`src/hw/rtl/alt_pkg.sv`:
```
// Shared types and codes for the array linked list table.
package alt_pkg;

    localparam int OP_W     = 2;
    localparam int KEY_IN_W = 16;
    localparam int STATUS_W = 2;
    localparam int SLOT_W   = 3;
    localparam int HEAD_W   = 4;

    localparam logic [OP_W-1:0] OP_SEARCH = 2'd0;
    localparam logic [OP_W-1:0] OP_INSERT = 2'd1;
    localparam logic [OP_W-1:0] OP_DELETE = 2'd2;
    localparam logic [OP_W-1:0] OP_NONE   = 2'd3;

    localparam logic [STATUS_W-1:0] ST_OK       = 2'd0;
    localparam logic [STATUS_W-1:0] ST_MISSING  = 2'd1;
    localparam logic [STATUS_W-1:0] ST_OVERFLOW = 2'd2;

    // Controller to datapath
    typedef struct packed {
        logic load;      // capture op and key, restart scan
        logic scan;      // issue next slot read, compare previous
        logic take_hit;  // latch matching slot
        logic ins_a;     // write new slot key/links, set valid
        logic ins_b;     // back-link old head, move head
        logic del_rd;    // read links of the victim slot
        logic del_wr;    // relink neighbors, clear valid
    } t_cmd;

    // Datapath to controller
    typedef struct packed {
        logic hit;
        logic miss;
        logic op_insert;
        logic op_delete;
    } t_sts;

endpackage

```
`src/hw/rtl/array_linked_list_table.sv`:
```
// Top level: doubly linked list kept in a table of slots.
//
//  channel   | handshake                 | payload
//  ----------+---------------------------+-----------------------------------
//  item in   | start high, busy low      | i_op, i_key
//  result    | o_valid, one cycle        | o_status, o_slot, o_head_slot
//
// One item at a time. Slots are scanned one per cycle through the key memory
// read port, and the scan stops at the first hit or after the last slot.
// Insert then writes the new slot and back-links the old head; delete reads
// the victim's links, then relinks its neighbors. Op code three skips the scan.
// busy drops the cycle after the strobe. Reset is synchronous and clears
// the valid bits and the head; the receiver cannot stall.
module array_linked_list_table
    import alt_pkg::*;
#(
    parameter int SLOTS     = 8,
    parameter int KEY_WIDTH = 16
) (
    input  logic                i_clk,
    input  logic                i_rst_n,
    input  logic                start,
    output logic                busy,
    input  logic [OP_W-1:0]     i_op,
    input  logic [KEY_IN_W-1:0] i_key,
    output logic                o_valid,
    output logic [STATUS_W-1:0] o_status,
    output logic [SLOT_W-1:0]   o_slot,
    output logic [HEAD_W-1:0]   o_head_slot
);

    t_cmd w_cmd;
    t_sts w_sts;

    alt_ctrl u_ctrl (
        .i_clk   (i_clk),
        .i_rst_n (i_rst_n),
        .i_start (start),
        .i_op    (i_op),
        .i_sts   (w_sts),
        .o_cmd   (w_cmd),
        .o_busy  (busy),
        .o_done  (o_valid)
    );

    alt_dpath #(
        .SLOTS     (SLOTS),
        .KEY_WIDTH (KEY_WIDTH)
    ) u_dpath (
        .i_clk       (i_clk),
        .i_rst_n     (i_rst_n),
        .i_op        (i_op),
        .i_key       (i_key),
        .i_cmd       (w_cmd),
        .o_sts       (w_sts),
        .o_status    (o_status),
        .o_slot      (o_slot),
        .o_head_slot (o_head_slot)
    );

    a_hit_miss_excl: assert property (@(posedge i_clk) disable iff (!i_rst_n)
        !(w_sts.hit && w_sts.miss))
        else $error("scan reports hit and miss together");

    a_slot_zero: assert property (@(posedge i_clk) disable iff (!i_rst_n)
        (o_valid && (o_status != ST_OK)) |-> (o_slot == '0))
        else $error("slot nonzero on a failed item");

    a_accept_busy: assert property (@(posedge i_clk) disable iff (!i_rst_n)
        (start && !busy) |=> busy)
        else $error("accepted item did not raise busy");

    a_done_idle: assert property (@(posedge i_clk) disable iff (!i_rst_n)
        o_valid |=> !busy)
        else $error("controller not idle after result");

endmodule

```
`src/hw/rtl/alt_dpath.sv`:
```
// Datapath: slot memories, valid bits, scan pipeline and list head.
module alt_dpath
    import alt_pkg::*;
#(
    parameter int SLOTS     = 8,
    parameter int KEY_WIDTH = 16
) (
    input  logic                i_clk,
    input  logic                i_rst_n,
    input  logic [OP_W-1:0]     i_op,
    input  logic [KEY_IN_W-1:0] i_key,
    input  t_cmd                i_cmd,
    output t_sts                o_sts,
    output logic [STATUS_W-1:0] o_status,
    output logic [SLOT_W-1:0]   o_slot,
    output logic [HEAD_W-1:0]   o_head_slot
);

    localparam int IW = $clog2(SLOTS);
    localparam int LW = $clog2(SLOTS + 1);
    localparam logic [LW-1:0] NONE = LW'(SLOTS);

    logic [KEY_WIDTH-1:0] m_key  [SLOTS];
    logic [LW-1:0]        m_next [SLOTS];
    logic [LW-1:0]        m_prev [SLOTS];

    logic [OP_W-1:0]      r_op;
    logic [KEY_WIDTH-1:0] r_key;
    logic [LW-1:0]        r_head;
    logic [SLOTS-1:0]     r_valid;
    logic [LW-1:0]        r_idx;
    logic [IW-1:0]        r_cmp_idx;
    logic                 r_cmp_live;
    logic [KEY_WIDTH-1:0] r_key_rd;
    logic [IW-1:0]        r_pos;
    logic                 r_found;
    logic [LW-1:0]        r_prev_rd;
    logic [LW-1:0]        r_next_rd;

    logic w_hit;
    logic w_miss;
    logic w_issue;

    assign w_issue = i_cmd.scan && (r_idx != NONE);

    always_comb begin
        w_hit = 1'b0;
        if (r_cmp_live) begin
            if (r_op == OP_INSERT) begin
                w_hit = !r_valid[r_cmp_idx];
            end else begin
                w_hit = r_valid[r_cmp_idx] && (r_key_rd == r_key);
            end
        end
    end

    // all reads issued and the last compare done
    assign w_miss = (r_idx == NONE) && !r_cmp_live;

    always_ff @(posedge i_clk) begin
        if (!i_rst_n) begin
            r_head     <= NONE;
            r_valid    <= '0;
            r_idx      <= '0;
            r_cmp_live <= 1'b0;
            r_found    <= 1'b0;
        end else begin
            if (i_cmd.load) begin
                r_idx      <= '0;
                r_cmp_live <= 1'b0;
                r_found    <= 1'b0;
            end else if (i_cmd.scan) begin
                r_cmp_live <= w_issue;
                if (w_issue) begin
                    r_idx <= r_idx + LW'(1);
                end
            end
            if (i_cmd.take_hit) begin
                r_found <= 1'b1;
            end
            if (i_cmd.ins_a) begin
                r_valid[r_pos] <= 1'b1;
            end
            if (i_cmd.ins_b) begin
                r_head <= LW'(r_pos);
            end
            if (i_cmd.del_wr) begin
                r_valid[r_pos] <= 1'b0;
                if (r_prev_rd == NONE) begin
                    r_head <= r_next_rd;
                end
            end
        end
    end

    always_ff @(posedge i_clk) begin
        if (i_cmd.load) begin
            r_op  <= i_op;
            r_key <= KEY_WIDTH'(i_key);
        end
        if (i_cmd.take_hit) begin
            r_pos <= r_cmp_idx;
        end
    end

    // key store
    always_ff @(posedge i_clk) begin
        if (i_cmd.ins_a) begin
            m_key[r_pos] <= r_key;
        end
        if (w_issue) begin
            r_key_rd  <= m_key[r_idx[IW-1:0]];
            r_cmp_idx <= r_idx[IW-1:0];
        end
    end

    // next links
    always_ff @(posedge i_clk) begin
        if (i_cmd.ins_a) begin
            m_next[r_pos] <= r_head;
        end else if (i_cmd.del_wr && (r_prev_rd != NONE)) begin
            m_next[r_prev_rd[IW-1:0]] <= r_next_rd;
        end
        if (i_cmd.del_rd) begin
            r_next_rd <= (m_next[r_pos] < NONE) ? m_next[r_pos] : NONE;
        end
    end

    // prev links
    always_ff @(posedge i_clk) begin
        if (i_cmd.ins_a) begin
            m_prev[r_pos] <= NONE;
        end else if (i_cmd.ins_b && (r_head != NONE)) begin
            m_prev[r_head[IW-1:0]] <= LW'(r_pos);
        end else if (i_cmd.del_wr && (r_next_rd != NONE)) begin
            m_prev[r_next_rd[IW-1:0]] <= r_prev_rd;
        end
        if (i_cmd.del_rd) begin
            r_prev_rd <= (m_prev[r_pos] < NONE) ? m_prev[r_pos] : NONE;
        end
    end

    always_comb begin
        if (r_found) begin
            o_status = ST_OK;
        end else if (r_op == OP_INSERT) begin
            o_status = ST_OVERFLOW;
        end else begin
            o_status = ST_MISSING;
        end
    end

    assign o_slot      = r_found ? SLOT_W'(r_pos) : '0;
    assign o_head_slot = HEAD_W'(r_head);

    assign o_sts.hit       = w_hit;
    assign o_sts.miss      = w_miss;
    assign o_sts.op_insert = (r_op == OP_INSERT);
    assign o_sts.op_delete = (r_op == OP_DELETE);

endmodule

```
`src/hw/rtl/alt_ctrl.sv`:
```
// Controller: sequences scan, insert and delete writeback, and the result strobe.
module alt_ctrl
    import alt_pkg::*;
(
    input  logic            i_clk,
    input  logic            i_rst_n,
    input  logic            i_start,
    input  logic [OP_W-1:0] i_op,
    input  t_sts            i_sts,
    output t_cmd            o_cmd,
    output logic            o_busy,
    output logic            o_done
);

    typedef enum logic [6:0] {
        S_IDLE   = 7'b0000001,
        S_SCAN   = 7'b0000010,
        S_INS_A  = 7'b0000100,
        S_INS_B  = 7'b0001000,
        S_DEL_RD = 7'b0010000,
        S_DEL_WR = 7'b0100000,
        S_DONE   = 7'b1000000
    } t_state;

    t_state r_state;
    t_state n_state;

    always_comb begin
        n_state = r_state;
        o_cmd   = '0;
        case (r_state)
            S_IDLE: begin
                if (i_start) begin
                    o_cmd.load = 1'b1;
                    n_state    = (i_op == OP_NONE) ? S_DONE : S_SCAN;
                end
            end
            S_SCAN: begin
                o_cmd.scan = 1'b1;
                if (i_sts.hit) begin
                    o_cmd.take_hit = 1'b1;
                    if (i_sts.op_insert) begin
                        n_state = S_INS_A;
                    end else if (i_sts.op_delete) begin
                        n_state = S_DEL_RD;
                    end else begin
                        n_state = S_DONE;
                    end
                end else if (i_sts.miss) begin
                    n_state = S_DONE;
                end
            end
            S_INS_A: begin
                o_cmd.ins_a = 1'b1;
                n_state     = S_INS_B;
            end
            S_INS_B: begin
                o_cmd.ins_b = 1'b1;
                n_state     = S_DONE;
            end
            S_DEL_RD: begin
                o_cmd.del_rd = 1'b1;
                n_state      = S_DEL_WR;
            end
            S_DEL_WR: begin
                o_cmd.del_wr = 1'b1;
                n_state      = S_DONE;
            end
            S_DONE: begin
                n_state = S_IDLE;
            end
            default: begin
                n_state = S_IDLE;
            end
        endcase
    end

    always_ff @(posedge i_clk) begin
        if (!i_rst_n) begin
            r_state <= S_IDLE;
        end else begin
            r_state <= n_state;
        end
    end

    assign o_busy = (r_state != S_IDLE);
    assign o_done = (r_state == S_DONE);

endmodule

```
`config.mk`:
```
export PLATFORM = sky130hd
export DESIGN_NAME = array_linked_list_table
export DESIGN_NICKNAME = d
export VERILOG_FILES = /design/src/hw/rtl/alt_pkg.sv /design/src/hw/rtl/array_linked_list_table.sv /design/src/hw/rtl/alt_dpath.sv /design/src/hw/rtl/alt_ctrl.sv
export SDC_FILE = /design/constraint.sdc
export NUM_CORES = 1
export LEC_CHECK = 0
export BUFFER_PORTS_ARGS = -buffer_cell sky130_fd_sc_hd__buf_4
export CAP_MARGIN = 40
export CORE_MARGIN = 3
export CORE_UTILIZATION = 65
export CTS_BUF_LIST = sky130_fd_sc_hd__clkbuf_2 sky130_fd_sc_hd__clkbuf_4 sky130_fd_sc_hd__clkbuf_8
export DETAILED_ROUTE_END_ITERATION = 7
export PLACE_DENSITY = 0.81
export SLEW_MARGIN = 20
export SYNTH_ARGS = -nofsm -noshare
export SYNTH_HDL_FRONTEND = slang
export SYNTH_SLANG_ARGS = --single-unit
```
`constraint.sdc`:
```
create_clock -name i_clk -period 7.8 [get_ports i_clk]
set_input_delay 1.95 -clock i_clk [delete_from_list [all_inputs] [get_ports i_clk]]
set_output_delay 1.95 -clock i_clk [all_outputs]
set_load 0.005 [all_outputs]
```
# --- Yosys cells after proc, flatten, opt, wreduce, memory -nomap -nowiden ---
# Memories as Yosys holds them, arrays and structs flattened. A register that Yosys moved wholly into a read port is not among the register bits.
# Cells that the tools add are included.
word_totals:
  reg_bits: 57
  mem_bits_rw: 192
  output_inout_bits: 11
  elab_cells: 117
  mem_count: 3
classes:
  n_addsub: 1
  n_lt_le_gt_ge: 5
  n_eq_ne: 20
  n_mux: 55
  n_bitwise: 4
  n_reduce_logical: 17
memory_table:
  columns: ["name", "depth", "width", "read_ports", "rd_clocked_by_memory_dff", "write_ports", "line", "source"]
  rows:
  - ["u_dpath.m_key", 8, 16, 1, 1, 1, "alt_dpath.sv:23", "logic [KEY_WIDTH-1:0] m_key [SLOTS];"]
  - ["u_dpath.m_next", 8, 4, 1, 1, 1, "alt_dpath.sv:24", "logic [LW-1:0] m_next [SLOTS];"]
  - ["u_dpath.m_prev", 8, 4, 1, 1, 1, "alt_dpath.sv:25", "logic [LW-1:0] m_prev [SLOTS];"]
op_table:
  columns: ["op", "n"]
  rows:
  - ["7-bit two-way mux", 6]
  - ["7-bit one-hot mux with 5 select lines", 1]
  - ["1-bit two-way mux", 28]
  - ["4-bit two-way mux", 6]
  - ["8-bit two-way mux", 3]
  - ["3-bit two-way mux", 6]
  - ["16-bit equality test", 1]
  - ["4-bit inequality test (second input constant)", 4]
  - ["4-bit OR reduction", 3]
  - ["8-bit bitwise AND", 1]
  - ["4-bit equality test (second input constant)", 2]
  - ["3-bit by 4-bit < comparator with 1-bit output (second input constant)", 2]
  - ["4-bit < comparator (second input constant)", 2]
  - ["8-bit inverter", 1]
  - ["8-bit bitwise OR", 1]
  - ["7-bit by 1-bit equality test with 1-bit output (second input constant)", 1]
  - ["7-bit by 2-bit equality test with 1-bit output (second input constant)", 1]
  - ["7-bit by 3-bit equality test with 1-bit output (second input constant)", 1]
  - ["7-bit by 4-bit equality test with 1-bit output (second input constant)", 1]
  - ["7-bit by 5-bit equality test with 1-bit output (second input constant)", 1]
  - ["7-bit by 6-bit equality test with 1-bit output (second input constant)", 1]
  - ["7-bit equality test (second input constant)", 1]
  - ["1-bit logical AND", 7]
  - ["7-bit by 1-bit inequality test with 1-bit output (second input constant)", 1]
  - ["other kinds (14)", 20]

# --- Logic depth before layout (Yosys ltp) ---
depth:
  depth_word: 9
  ltp_mapped: 10
  ltp_nobuf: 8

# --- Modules after synthesis ---
# Synthesis repeated with hierarchy kept, for this count alone.
unflattened:
  hier_cells: 579
  hier_area_um2: 10780.3
by_module_without_submodules:
  columns: ["mod", "instances", "cells_each", "area_per_inst_um2", "seq_area_each_um2"]
  rows:
  - ["alt_dpath", 1, 530, 10339.9, 7627.3]
  - ["alt_ctrl", 1, 49, 440.4, 140.1]

# --- Least setup slack after synthesis ---
# OpenSTA, ideal clock, no wires.
synth_timing:
  kind: "reg-to-output"
  startpoint: "register u_ctrl.r_state[6]"
  endpoint: "output port busy"
  arrival_ps: 1147
  t_required_ps: 5850
  setup_slack_ps: 4703
  stages_incl_launch_ff: 5
  n_path_buf: 0
  cell_sequence: "dfxtp_1 or3_1 nor3_2 and3b_1 inv_1"
synth_between:
  elab_chain_cells: 1
synth_rtl:
  columns: ["item", "line", "source"]
  rows:
  - ["from (decl)", "alt_ctrl.sv:25", "t_state r_state;"]
  - ["from (signal assigned)", "alt_ctrl.sv:82", "r_state <= n_state;"]
  - ["7-bit by 1-bit inequality test with 1-bit output", "alt_ctrl.sv:86", "assign o_busy = (r_state != S_IDLE);"]
  - ["to (decl)", "array_linked_list_table.sv:23", "output logic busy,"]
# No other way between the ends.

# --- Worst setup path in the final report ---
layout_timing:
  startpoint: "register u_ctrl.r_state[1]"
  endpoint: "output port busy"
# The elaborated chain is that of the path after synthesis.

==> impl_metrics.tcl <==
set metrics [dict create \
    run_status "finished clean" \
    cts_buffer_depth 3 \
    fillers 884 \
    slew_violations 0 \
    core-area_sq_um 15940 \
    cp.arrival_ps 2000 \
    fin_tns_setup_ps 0 \
    die_w_um 134.0 \
    design_area_sq_um 11950 \
    layout_common_cells "edfxtp_1 (240), mux4_2 (50), clkbuf_8 (42)" \
    finalSetupViolations 0 \
    reg2reg_depth 6 \
    cp-end-kind "output pin" \
    p_sw_frac 0.2064 \
    synth-seq-cells 268 \
    hold_violations 0 \
    slew_headroom 0.4574 \
    antenna_cells 0 \
    yosysSeqAreaShare 0.7292 \
    max_stage_delay_ps 410 \
    synth_warnings 0 \
    dominantRegCellSynth "edfxtp_1" \
    port_buffers 31 \
    grt_antenna_before_repair 0 \
    hold_path.class "reg2reg" \
    dieArea_sq_um 17960 \
    grt_pass1_wl_mm 32.98 \
    cts_tree "yes" \
    required_ps 5850 \
    gr-total-overflow 0 \
    tightestPinTransition_ps 812.7 \
    pwr-share-clk 0.395 \
    cts_sinks 268 \
    multi_input_area_sq_um 2724 \
    grt_max_degree 38 \
    numCtsBuffers 41 \
    ir_drop_v 0.0001589 \
    clock_latency_ps 550 \
    hpwl_mm 12.83 \
    crit_slowest_cell "or3_1" \
    pwr-share-seq 0.581 \
    critPathBufInv 2 \
    drive_gt1_frac 0.3055 \
    post-route-period-util 0.5063 \
    synthCells 565 \
    nets 656 \
    die_y_um 134.0 \
    avgSynthCellArea_sq_um 18.85 \
    ctsResizeCount 0 \
    critical-path-top-delay-family "simple AND/OR/NAND/NOR gates" \
    async_reset_ff_frac 0 \
    syn_to_final_growth_pct 12.22 \
    holdBufCountCts 0 \
    start_util 0.6682 \
    synth_area_sq_um 10650 \
    crit_cells 5 \
    seq_area_sq_um 7770 \
    critPathLaunchType "register" \
    yosys.cell_types.count 55 \
    grt_util_all_layers 0.2438 \
    dpl_cell_area_sq_um 11190 \
    skew_ps 32.17 \
    htreeDepth 2 \
    rows 46 \
    power_frac_comb 0.024 \
    first_iter_violations 540 \
    rsz0062_at_grt "false" \
    firstDrtPassIters 6 \
    wl_per_cell_um 23.69 \
    ant_nets 0 \
    hold_depth 2 \
    fmax_mhz 253.2 \
    postCtsSetupRepairBufs 0 \
    cts_root_buf "clkbuf_8" \
    syn_nets 590 \
    num_vias 5486 \
    p_sw_mw 0.5709 \
    clkTransAtPathRegs_ps 60 \
    io_pins 32 \
    drt_wl_total_mm 20.71 \
    critical_path_class "reg2out" \
    grt_pass1_vias 5876 \
    worstPathMaxFanout 6 \
    drc 0 \
    gp_congestion 0.8459 \
    min_period_ps 3949 \
    layout_commonest_cell "edfxtp_1" \
    worstPathCellList "or3_1 > nor3_2 > and3b_1 > inv_1 > buf_4" \
    synth_edf_count 240 \
    cap_violations 0 \
    p_int_mw 2.195 \
    leakage_nw 4.013 \
    avgViaCountPerCell 6.277 \
    p_per_area_nw_per_um2 231.4 \
]
## synth_stat cells, types with 8 or more instances
| cell type | number | area [sq um] |
|---|---|---|
| xor2_1 | 17 | 148.9 |
| edfxtp_1 | 240 | 7207 |
| dfxtp_1 | 28 | 560.5 |
| nor2_1 | 35 | 131.4 |
| mux4_2 | 50 | 1126 |
| nand2_1 | 22 | 82.58 |
| clkbuf_1 | 11 | 41.29 |
| mux2i_1 | 11 | 110.1 |
| o221a_2 | 8 | 90.09 |
| mux2_2 | 22 | 247.7 |
| inv_1 | 14 | 52.55 |
## tightest hold or removal path, stage by stage, from the launching register on
cell     delay (ps)
dfxtp_1         340
nand2_1          60
a21oi_1          50
## layer usage
metal / global-route usage / share of wire
met5: 0 / 0
met4: 0.07975 / 0.020
met3: 0.04839 / 0.060
met2: 0.4152 / 0.53
met1: 0.3231 / 0.39
## per-stage QoR
step | util | instances | power (mW) | hold WS, ps | setup slack, ps
CTS | 0.7498 | 874 | 2.788 | 498.1 | 3842
floorplan | - | 565 | 1.666 | 406.4 | 4703
global placement | 0.6972 | 800 | 1.694 | 476.7 | 4512
global route | 0.7498 | 874 | 2.860 | 544.3 | 3727
finish | 0.7498 | 874 | 2.766 | 497.9 | 3851
detailed placement | 0.7019 | 804 | 1.703 | 488.5 | 4449
## sequential cells by signal, indices dropped and copies added, names as in the netlist, 3 cells and up, named ones only
name	cells
u_dpath.r_prev_rd	4
u_ctrl.r_state	7
u_dpath.r_valid	7
u_dpath.r_pos	3
u_dpath.m_key	128
u_dpath.r_idx	4
u_dpath.o_head_slot	4
u_dpath.m_prev	32
u_dpath.m_next	32
u_dpath.r_cmp_idx	3
u_dpath.r_key_rd	16
u_dpath.r_key	16
u_dpath.r_next_rd	4
## area by class of cell
| type | instances | share of cell area |
|---|---|---|
| clock buffer | 59 | 0.05903 |
| clock inverter | 11 | 0.004919 |
| inverter | 14 | 0.004396 |
| multi-input combinational | 262 | 0.2279 |
| sequential | 268 | 0.6500 |
| tap | 216 | 0.02261 |
| timing repair buffer | 44 | 0.03119 |
## path summary, 6_finish.rpt
check	endpoint	start	slack (ps)
worst max-delay path	busy	u_ctrl.r_state[1]	3850
worst max register to register	u_dpath.m_prev[3][3]	u_ctrl.r_state[0]	5140
worst min-delay path	u_dpath.r_cmp_live	u_dpath.r_cmp_live	500
worst min register to register	u_dpath.r_cmp_live	u_dpath.r_cmp_live	500
## logic make-up (layout without fill, tap and decap cells)
logic type,after synthesis,in the layout,share of synthesized area
compound gates,43,43,0.03535
xor+xnor,21,21,0.01727
fa+ha+maj,4,4,0.004698
buf+inv,35,128,0.01515
flops,268,268,0.7292
mux,86,86,0.1425
simple gates,108,108,0.05591
## power groups by stage
stage	Clock [mW]	Combinational, mW	Sequential, mW
3_3_place_gp	0	0.0604	1.63
4_1_cts	1.11	0.0676	1.61
2_1_floorplan	0	0.0386	1.63
6_report	1.09	0.0672	1.61
3_5_place_dp	0	0.0669	1.64
5_1_grt	1.18	0.0725	1.61
(Power assumes the default switching activity.)
